### src/design/kocnt_pkg.sv
// ----------------------------------------------------------------------------
// kocnt_pkg - shared types and constants of the key count table
// Table depth, field widths, status codes and the entry types that move
// through the row of storage cells.
// ----------------------------------------------------------------------------
package kocnt_pkg;

	localparam int TABLE_DEPTH = 64;
	localparam int KEY_W       = 24;
	localparam int COUNT_W     = 8;
	localparam int FILL_W      = $clog2(TABLE_DEPTH + 1);
	localparam int STATUS_W    = 3;

	localparam logic [COUNT_W-1:0] COUNT_MAX       = '1;
	localparam logic [COUNT_W-1:0] THRESHOLD_RESET = COUNT_W'(4);

	// result status codes
	localparam logic [STATUS_W-1:0] ST_MATCHED     = 3'd0;
	localparam logic [STATUS_W-1:0] ST_INSERTED    = 3'd1;
	localparam logic [STATUS_W-1:0] ST_FULL        = 3'd2;
	localparam logic [STATUS_W-1:0] ST_REPORT      = 3'd3;
	localparam logic [STATUS_W-1:0] ST_REPORT_NONE = 3'd4;

	// request kinds and categories
	localparam logic REQ_RECORD = 1'b0;
	localparam logic REQ_REPORT = 1'b1;
	localparam logic CAT_HIGH   = 1'b0;
	localparam logic CAT_LOW    = 1'b1;

	typedef struct packed {
		logic [KEY_W-1:0]   key;
		logic [COUNT_W-1:0] count;
	} entry_t;

	// one cell holds one slot of each table
	typedef struct packed {
		entry_t hi;
		entry_t lo;
	} slot_pair_t;

	// per-table shift enables
	typedef struct packed {
		logic hi;
		logic lo;
	} shift_t;

endpackage

### src/design/kocnt_cell.sv
// ----------------------------------------------------------------------------
// kocnt_cell - one storage cell of the rotating table row
// Holds one slot of the high table and one of the low table and loads
// the neighbor's slot when that table is rotating.
// ----------------------------------------------------------------------------
module kocnt_cell (
	input  logic                   clk,
	input  kocnt_pkg::shift_t      shift,
	input  kocnt_pkg::slot_pair_t  d,
	output kocnt_pkg::slot_pair_t  q
);

	kocnt_pkg::slot_pair_t slot_q;

	// load from the neighbor, one table at a time
	always_ff @(posedge clk) begin
		if (shift.hi) begin
			slot_q.hi <= d.hi;
		end
		if (shift.lo) begin
			slot_q.lo <= d.lo;
		end
	end

	assign q = slot_q;

endmodule

### src/design/keyed_occurrence_count_table_top.sv
// ----------------------------------------------------------------------------
// keyed_occurrence_count_table_top - key count tables with threshold report
// Two insertion-ordered tables of key/count pairs held in a ring of cells.
// ----------------------------------------------------------------------------
// Each request rotates the addressed table once around a ring of
// TABLE_DEPTH cells, one slot per cycle unless a report entry waits on a
// full output, and the slot at the head of the ring is compared, counted,
// appended or reported as it passes. After the walk, the final result
// word is loaded once the output register is free. A record yields a
// single word; a report yields one word per qualifying entry (or a single
// "nothing found" word), the last one flagged with m_tlast. One request is
// in flight at a time; s_tready is high only between requests, so a new
// request is taken only once the last one's final word is loaded. The
// report threshold (reset 4) is written through cfg_we / cfg_wdata; the
// user must write it only while idle, as the block does not enforce it.
module keyed_occurrence_count_table_top (
	input  logic        clk,
	input  logic        arst_n,
	// configuration
	input  logic        cfg_we,
	input  logic [7:0]  cfg_wdata,
	// request stream
	input  logic        s_tvalid,
	output logic        s_tready,
	input  logic [23:0] s_tdata,   // [23:0] key_value
	input  logic [1:0]  s_tuser,   // [0] req_type, [1] category
	// result stream
	output logic        m_tvalid,
	input  logic        m_tready,
	output logic [39:0] m_tdata,   // [23:0] out_key, [31:24] out_count,
	                               // [38:32] distinct_keys, [39] zero
	output logic [2:0]  m_tuser,   // [2:0] status
	output logic        m_tlast    // last_result
);

	localparam int DEPTH   = kocnt_pkg::TABLE_DEPTH;
	localparam int KEY_W   = kocnt_pkg::KEY_W;
	localparam int COUNT_W = kocnt_pkg::COUNT_W;
	localparam int FILL_W  = kocnt_pkg::FILL_W;
	localparam logic [FILL_W-1:0] DEPTH_F = FILL_W'(DEPTH);

	typedef enum logic [1:0] {
		ST_IDLE = 2'b01,
		ST_WALK = 2'b10
	} state_t;

	state_t state_q;

	// request registers
	logic               req_q;
	logic               cat_q;
	logic [KEY_W-1:0]   key_q;
	logic [FILL_W-1:0]  step_q;
	logic               hit_q;
	logic [COUNT_W-1:0] hit_count_q;
	logic [FILL_W-1:0]  fill_hi_q;
	logic [FILL_W-1:0]  fill_lo_q;
	logic [COUNT_W-1:0] threshold_q;

	// pending report entry, held until the next one shows whether it is last
	logic               pend_valid_q;
	kocnt_pkg::entry_t  pend_q;

	// output register
	logic                              out_valid_q;
	logic [kocnt_pkg::STATUS_W-1:0]    out_status_q;
	logic [KEY_W-1:0]                  out_key_q;
	logic [COUNT_W-1:0]                out_count_q;
	logic [FILL_W-1:0]                 out_distinct_q;
	logic                              out_last_q;

	// ring of cells
	kocnt_pkg::slot_pair_t cell_q [DEPTH];
	kocnt_pkg::slot_pair_t wrap;
	kocnt_pkg::shift_t     shift;

	// walk signals
	kocnt_pkg::entry_t  head;
	logic [FILL_W-1:0]  fill;
	logic               walking;
	logic               finishing;
	logic               slot_valid;
	logic               rec_hit;
	logic               rec_insert;
	logic               rep_qual;
	logic               out_free;
	logic               out_load;
	logic               stall;
	logic [COUNT_W-1:0] head_inc;
	kocnt_pkg::entry_t  head_new;

	// the cells, each fed by its successor; the tail takes the head's slot
	for (genvar i = 0; i < DEPTH; i++) begin : g_cell
		kocnt_pkg::slot_pair_t d_in;
		if (i == DEPTH - 1) begin : g_tail
			assign d_in = wrap;
		end else begin : g_mid
			assign d_in = cell_q[i+1];
		end
		kocnt_cell u_cell (
			.clk   (clk),
			.shift (shift),
			.d     (d_in),
			.q     (cell_q[i])
		);
	end

	// head slot of the addressed table and what to do with it
	always_comb begin
		head       = (cat_q == kocnt_pkg::CAT_LOW) ? cell_q[0].lo : cell_q[0].hi;
		fill       = (cat_q == kocnt_pkg::CAT_LOW) ? fill_lo_q : fill_hi_q;
		walking    = (state_q == ST_WALK) && (step_q != DEPTH_F);
		finishing  = (state_q == ST_WALK) && (step_q == DEPTH_F);
		slot_valid = step_q < fill;
		head_inc   = (head.count == kocnt_pkg::COUNT_MAX) ?
		             head.count : head.count + COUNT_W'(1);
		rec_hit    = walking && (req_q == kocnt_pkg::REQ_RECORD) && slot_valid &&
		             (head.key == key_q);
		rec_insert = walking && (req_q == kocnt_pkg::REQ_RECORD) && !hit_q &&
		             (step_q == fill);
		rep_qual   = walking && (req_q == kocnt_pkg::REQ_REPORT) && slot_valid &&
		             (head.count >= threshold_q);
		out_free   = !out_valid_q || m_tready;
		stall      = rep_qual && pend_valid_q && !out_free;
		out_load   = (walking && !stall && rep_qual && pend_valid_q) ||
		             (finishing && out_free);
	end

	// updated head slot going around to the tail
	always_comb begin
		head_new = head;
		if (rec_hit) begin
			head_new.count = head_inc;
		end else if (rec_insert) begin
			head_new.key   = key_q;
			head_new.count = COUNT_W'(1);
		end
		wrap = cell_q[0];
		if (cat_q == kocnt_pkg::CAT_LOW) begin
			wrap.lo = head_new;
		end else begin
			wrap.hi = head_new;
		end
		shift.hi = walking && !stall && (cat_q == kocnt_pkg::CAT_HIGH);
		shift.lo = walking && !stall && (cat_q == kocnt_pkg::CAT_LOW);
	end

	// control, fill counts and the result word
	always_ff @(posedge clk or negedge arst_n) begin
		if (!arst_n) begin
			state_q      <= ST_IDLE;
			fill_hi_q    <= '0;
			fill_lo_q    <= '0;
			threshold_q  <= kocnt_pkg::THRESHOLD_RESET;
			pend_valid_q <= 1'b0;
			out_valid_q  <= 1'b0;
			hit_q        <= 1'b0;
			step_q       <= '0;
		end else begin
			if (cfg_we) begin
				threshold_q <= cfg_wdata;
			end
			// word taken and nothing new loaded behind it
			if (out_valid_q && m_tready && !out_load) begin
				out_valid_q <= 1'b0;
			end
			case (state_q)
				ST_IDLE: begin
					if (s_tvalid) begin
						req_q        <= s_tuser[0];
						cat_q        <= s_tuser[1];
						key_q        <= s_tdata[KEY_W-1:0];
						step_q       <= '0;
						hit_q        <= 1'b0;
						pend_valid_q <= 1'b0;
						state_q      <= ST_WALK;
					end
				end
				ST_WALK: begin
					if (walking && !stall) begin
						step_q <= step_q + FILL_W'(1);
						if (rec_hit) begin
							hit_q       <= 1'b1;
							hit_count_q <= head_inc;
						end
						if (rep_qual) begin
							// earlier entry is now known not to be last
							if (pend_valid_q) begin
								out_valid_q    <= 1'b1;
								out_status_q   <= kocnt_pkg::ST_REPORT;
								out_key_q      <= pend_q.key;
								out_count_q    <= pend_q.count;
								out_distinct_q <= fill;
								out_last_q     <= 1'b0;
							end
							pend_valid_q <= 1'b1;
							pend_q       <= head;
						end
					end else if (finishing && out_free) begin
						out_valid_q <= 1'b1;
						out_last_q  <= 1'b1;
						if (req_q == kocnt_pkg::REQ_RECORD) begin
							out_key_q <= key_q;
							if (hit_q) begin
								out_status_q   <= kocnt_pkg::ST_MATCHED;
								out_count_q    <= hit_count_q;
								out_distinct_q <= fill;
							end else if (fill != DEPTH_F) begin
								out_status_q   <= kocnt_pkg::ST_INSERTED;
								out_count_q    <= COUNT_W'(1);
								out_distinct_q <= fill + FILL_W'(1);
								if (cat_q == kocnt_pkg::CAT_LOW) begin
									fill_lo_q <= fill + FILL_W'(1);
								end else begin
									fill_hi_q <= fill + FILL_W'(1);
								end
							end else begin
								out_status_q   <= kocnt_pkg::ST_FULL;
								out_count_q    <= '0;
								out_distinct_q <= fill;
							end
						end else if (pend_valid_q) begin
							out_status_q   <= kocnt_pkg::ST_REPORT;
							out_key_q      <= pend_q.key;
							out_count_q    <= pend_q.count;
							out_distinct_q <= fill;
						end else begin
							out_status_q   <= kocnt_pkg::ST_REPORT_NONE;
							out_key_q      <= '0;
							out_count_q    <= '0;
							out_distinct_q <= fill;
						end
						pend_valid_q <= 1'b0;
						state_q      <= ST_IDLE;
					end
				end
				default: begin
					state_q <= ST_IDLE;
				end
			endcase
		end
	end

	// ports
	assign s_tready = (state_q == ST_IDLE);
	assign m_tvalid = out_valid_q;
	assign m_tdata  = {1'b0, out_distinct_q, out_count_q, out_key_q};
	assign m_tuser  = out_status_q;
	assign m_tlast  = out_last_q;

endmodule
### config.mk
export PLATFORM = sky130hd
export DESIGN_NAME = keyed_occurrence_count_table_top
export DESIGN_NICKNAME = d
export VERILOG_FILES = /design/src/design/kocnt_pkg.sv /design/src/design/kocnt_cell.sv /design/src/design/keyed_occurrence_count_table_top.sv
export SDC_FILE = /design/constraint.sdc
export NUM_CORES = 2
export LEC_CHECK = 0
export ABC_AREA = 0
export BUFFER_PORTS_ARGS = -buffer_cell sky130_fd_sc_hd__buf_2
export CORE_ASPECT_RATIO = 1.5
export CORE_MARGIN = 2
export CORE_UTILIZATION = 52
export CTS_CLUSTER_SIZE = 8
export DETAILED_ROUTE_END_ITERATION = 16
export PLACE_DENSITY = 0.67
export SLEW_MARGIN = 0
export SYNTH_ARGS = -nofsm -noshare
export SYNTH_HDL_FRONTEND = slang
export SYNTH_SLANG_ARGS = --single-unit
### constraint.sdc
create_clock -name clk -period 153.2 [get_ports clk]
set_clock_uncertainty 0.15 [all_clocks]
set_input_delay 22.98 -clock clk [delete_from_list [all_inputs] [get_ports clk]]
set_output_delay 22.98 -clock clk [all_outputs]
set_load 0.005 [all_outputs]
# After elaboration in Yosys (flattened, before gate mapping)
# Index checks and enable logic that the tools add are counted.
[op_classes]
n_lt_le_gt_ge = 2
add_sub_neg = 3
n_bitwise = 4
eq_ne = 17
mux = 62
reduce_logical = 39
[op_table]
columns = ["op", "n"]
rows = [
  ["24-bit 2-to-1 mux", 7],
  ["32-bit 2-to-1 mux", 4],
  ["8-bit 2-to-1 mux", 9],
  ["7-bit 2-to-1 mux", 10],
  ["24-bit equality test", 1],
  ["1-bit logical AND", 20],
  ["3-bit 2-to-1 mux", 6],
  ["1-bit 2-to-1 mux", 17],
  ["4-bit AND reduction", 4],
  ["7-bit by 1-bit adder with 7-bit output (second input constant)", 2],
  ["7-bit != test (second input constant)", 2],
  ["7-bit case mux with 2 select lines", 1],
  ["7-bit AND reduction", 2],
  ["2-bit 2-to-1 mux", 5],
  ["2-bit != test (second input constant)", 5],
  ["3-bit AND reduction", 3],
  ["8-bit by 1-bit adder with 8-bit output (second input constant)", 1],
  ["8-bit equality test (second input constant)", 1],
  ["8-bit >= comparator", 1],
  ["7-bit equality test", 1],
  ["7-bit equality test (second input constant)", 1],
  ["7-bit < comparator", 1],
  ["1-bit logical NOT", 5],
  ["5-bit AND reduction", 1],
  ["other kinds (10)", 17],
]
[totals]
inputBits = 39
word_cells = 402
output_inout_bits = 46
reg_bits = 4239

# Depth between registers and ports, before layout
[depth]
ltp_word = 19
ltp_mapped = 15
mapped_depth_nobuf = 11

# Hierarchy
# From an unflattened synthesis, not the netlist that was laid out.
[unflattened]
hier_cells = 4714
hier_area_um2 = 130692.8
[modules_own_cells]
columns = ["mod", "area_per_inst_um2", "instances", "cells_each", "seq_area_each_um2"]
rows = [
  ["kocnt_cell", 1921.8, 64, 64, 1921.8],
  ["keyed_occurrence_count_table_top", 7694.9, 1, 618, 4126.5],
]

# Worst setup path before layout
# Ideal clock, no wire load.
[synth_timing]
kind = "input to register"
start = "input m_tready"
end = "register g_cell[0].u_cell.slot_q, in the netlist g_cell[0].u_cell.q[0] (enable)"
n_path_buf = 0
path_stages = 4
setup_ps = 4533
arrival_time_ps = 108131
path_slack_ps = 40386
t_required_ps = 148517
path_cell_list = "nor2b_1 > a31oi_2 > inv_1 > nor2_1"
[synth_lines]
columns = ["item", "line_no", "source"]
rows = [
  ["start, declared", "keyed_occurrence_count_table_top.sv:29", "input logic m_tready,"],
  ["end, declared", "kocnt_cell.sv:13", "kocnt_pkg::slot_pair_t slot_q;"],
]

==> insert_results.sql <==
INSERT INTO impl_metrics (metric_group, metric, value, unit) VALUES
('status', 'status', 'complete, no violations', ''),
('floorplanning', 'placement_rows', '225', ''),
('critical_path', 'critical_path_class', 'in2reg', ''),
('global_routing', 'first_pass_grt_wire_length', '281000', 'um'),
('routing', 'vias', '45100', ''),
('cts', 'post-cts-setup-buffer-count', '0', ''),
('placed_design', 'port_buffers', '83', ''),
('cts', 'cts_made_buffers', '604', ''),
('timing', 'slew_viol_final', '0', ''),
('logic_synthesis', 'dominantRegCellSynth', 'edfxtp_1', ''),
('global_routing', 'grt_start_max_net_pins', '214', ''),
('timing', 'clock.fmax', '0.0325', 'GHz'),
('cts', 'h-tree-depth', '6', ''),
('logic_synthesis', 'synth_area', '0.131', 'mm^2'),
('global_routing', 'grt-ovfl-total', '0', ''),
('timing', 'final-hold-violation-count', '0', ''),
('cts', 'cts_num_sinks', '4239', ''),
('power', 'leakage', '0.0443', 'uW'),
('critical_path', 'startpoint_of_the_lowest_slack_register_to_register_path', 'cat_q', ''),
('timing', 'rsz0062_at_grt', 'no', ''),
('logic_synthesis', 'yosysMostFrequentCell', 'edfxtp_1', ''),
('logic_synthesis', 'postSynthAreaPerCell', '27.9', 'um^2'),
('final_layout', 'fillers', '16400', ''),
('final_layout', 'synthToLayoutAreaGrowth', '16.1', '%'),
('floorplanning', 'start_util', '52.3', '%'),
('logic_synthesis', 'synth-warning-count', '0', ''),
('cts', 'worst_setup_hold_path_clk_slew', '0.05', 'ns'),
('flow_run', 'drv.max_cap_violation_count', '0', ''),
('logic_synthesis', 'synth_sequential_area_ratio', '97.3', '%'),
('critical_path', 'worst_r2r_endpoint', 'g_cell[23].u_cell.q[14]', ''),
('logic_synthesis', 'cell_types_with_the_largest_area_share_after_synthesis', 'edfxtp_1 (97%), dfrtp_1 (0.61%), mux2_1 (0.38%), mux2_2 (0.35%), a22o_1 (0.25%)', ''),
('critical_path', 'critPathLaunchType', 'input port', ''),
('global_routing', 'via_count_of_the_first_global_routing_pass', '47000', ''),
('critical_path', 'endpoint_arrival_time_on_the_critical_path', '31.06', 'ns'),
('critical_path', 'worst_path_dominant_cell_family', 'buffers and inverters', ''),
('floorplanning', 'core-area', '0.250', 'mm^2'),
('timing', 'report.final.setup_viol', '0', ''),
('worst_hold_path', 'cell_depth_of_the_worst_min_delay_path', '0', ''),
('routing', 'wire_per_inst', '20.8', 'um'),
('critical_path', 'worstSetupPathDepth', '12', ''),
('power', 'power-per-cell-area', '17.5', 'mW/mm^2'),
('critical_path', 'worst-r2r-setup-slack', '142.11', 'ns'),
('routing', 'drt_iter0_markers', '4706', ''),
('critical_path', 'cp.buffers_inverters', '9', ''),
('power', 'vdd_ir_drop_max', '0.0128', 'mV'),
('critical_path', 'crit_path_max_fanout', '88', ''),
('critical_path', 'worstPathRequired', '153.53', 'ns'),
('routing', 'remaining_drc_errors', '0', ''),
('timing', 'finalSetupTns', '0', 'ns'),
('logic_synthesis', 'synth-edff-count', '4205', ''),
('critical_path', 'cp_slowest_cell', 'buf_4', ''),
('placed_design', 'hpwl', '81500', 'um'),
('critical_path', 'timing.critical_path.cells', 'buf_2 -> nor2b_1 -> a31oi_2 -> inv_1 -> nor2_4 -> buf_4 -> buf_4 -> buf_4 -> buf_4 -> buf_4 -> buf_4 -> buf_4', ''),
('cts', 'postCtsResizedCells', '0', ''),
('logic_synthesis', 'gate_count_after_technology_mapping', '4686', ''),
('timing', 'min_period', '30.73', 'ns'),
('global_routing', 'globalRouteTotalUtil', '14.3', '%'),
('logic_synthesis', 'yosys-top-cells-count', 'edfxtp_1 (4,205), mux2_1 (44), mux2_2 (41), nand2_1 (39), a22o_1 (38)', ''),
('worst_hold_path', 'hold_class', 'reg2reg', ''),
('critical_path', 'worst_path_largest_cell_delay', '0.93', 'ns'),
('logic_synthesis', 'synth_cell_types', '57', ''),
('critical_path', 'worstSetupEndpoint', 'g_cell[23].u_cell.q[14]', ''),
('logic_synthesis', 'synth_net_count', '4745', ''),
('routing', 'finalWirelength', '182000', 'um'),
('final_layout', 'final_layout_size_suffix_gt1_share', '15.7', '%'),
('cts', 'cts_tree', 'done', ''),
('routing', 'antenna_left', '0', ''),
('global_routing', 'grt_antenna_before_repair', '13', ''),
('critical_path', 'cp-startpoint', 'm_tready', ''),
('floorplanning', 'die_h', '618', 'um'),
('critical_path', 'worst_path_most_repeated_cell', 'buf_4', '');
-- state kept, by name, indices dropped and copies added, names as in the netlist, 2 cells and up --
name and count:
fill_lo_q 7, out_count_q 8, m_tuser 3, key_q 24
hit_count_q 8, step_q 7, out_key_q 24, g_cell.u_cell.q 4096
fill_hi_q 7, state_q 2, threshold_q 8, out_distinct_q 7
pend_q 32
-- where the power goes --
part           internal [uW]  switching (uW)
registers               1390            21.0
logic                   8.00            75.7
clock network            714             449
total                   2110             546
-- cell families after synthesis --
family          share of synthesized area, %
flops                                   97.3
simple gates                           0.557
mux                                    0.871
compound gates                         0.588
buf+inv                                0.190
xor+xnor                               0.282
fa+ha+maj                              0.192
other cells                          0.00287
-- layout by cell type, fill, tap and decap left out, types with 8 or more instances in the layout --
| cell type | n |
|---|---|
| xor2_1 | 32 |
| nand2_1 | 39 |
| nand4_1 | 8 |
| a21oi_1 | 17 |
| inv_1 | 26 |
| inv_6 | 13 |
| buf_4 | 45 |
| mux2_1 | 44 |
| nand3_1 | 8 |
| xnor2_1 | 10 |
| clkinv_8 | 8 |
| clkbuf_1 | 20 |
| a22o_1 | 38 |
| dfrtp_1 | 32 |
| buf_2 | 83 |
| mux2_2 | 41 |
| edfxtp_1 | 4205 |
| inv_16 | 9 |
| nor2_1 | 16 |
| nor2b_1 | 9 |
| clkbuf_16 | 621 |
| ha_1 | 20 |
| o21ai_0 | 15 |
| nor3_1 | 9 |
| mux2i_1 | 15 |
-- metal layers --
metal	GRT usage (%)	vias up	share of wire [%]
li1	-	20200	-
met1	22.4	23400	47
met2	19.7	1102	44
met3	3.61	373	5.9
met4	5.15	4	2.6
met5	0	-	0.018
-- cell type report --
| type | count | area, um^2 | area share [%] |
|---|---|---|---|
| inverter | 26 | 97.6 | 0.0643 |
| antenna | 1 | 2.50 | 0.00165 |
| timing repair buffer | 135 | 893 | 0.589 |
| tap | 3291 | 4120 | 2.71 |
| multi-input combinational | 396 | 3290 | 2.17 |
| clock buffer | 641 | 15600 | 10.3 |
| clock inverter | 36 | 557 | 0.367 |
| sequential | 4239 | 127000 | 83.8 |
-- worst min-delay path by stage --
| stage | startpoint | end |
|---|---|---|
| after floorplan | g_cell[1].u_cell.q[0] | g_cell[0].u_cell.q[0] |
| after global placement | g_cell[5].u_cell.q[31] | g_cell[4].u_cell.q[31] |
| after detailed placement | g_cell[11].u_cell.q[13] | g_cell[10].u_cell.q[13] |
| after CTS | g_cell[40].u_cell.q[31] | g_cell[39].u_cell.q[31] |
| after global routing | g_cell[63].u_cell.q[50] | g_cell[62].u_cell.q[50] |
| final | g_cell[28].u_cell.q[53] | g_cell[27].u_cell.q[53] |
-- worst register-to-register path, cell delays in order (launching register included) --
cell and delay, ns:
edfxtp_1 0.33, buf_4 0.56, mux2i_1 0.64, inv_1 0.16
ha_1 0.32, and3_1 0.18, o21ai_0 0.14, a31o_2 0.17
a311oi_1 0.15, a31oi_2 0.56, inv_1 0.31, nor2_4 0.82
buf_4 0.80, buf_4 0.87, buf_4 0.86, buf_4 0.88
buf_4 0.95, buf_4 0.90, buf_4 0.93
-- per-stage QoR --
stage / setup slack (ns) / hold WS (ns) / instance area, um^2 / util (%)
2_1_floorplan: 40.39 / 0.250 / 131000 / -
3_3_place_gp: 121.84 / 0.251 / 136000 / 54.2
3_5_place_dp: 121.44 / 0.255 / 136000 / 54.2
4_1_cts: 122.52 / 0.229 / 152000 / 60.7
5_1_grt: 121.71 / 0.235 / 152000 / 60.7
6_report: 122.47 / 0.232 / 152000 / 60.7
(Power assumes the default switching activity.)
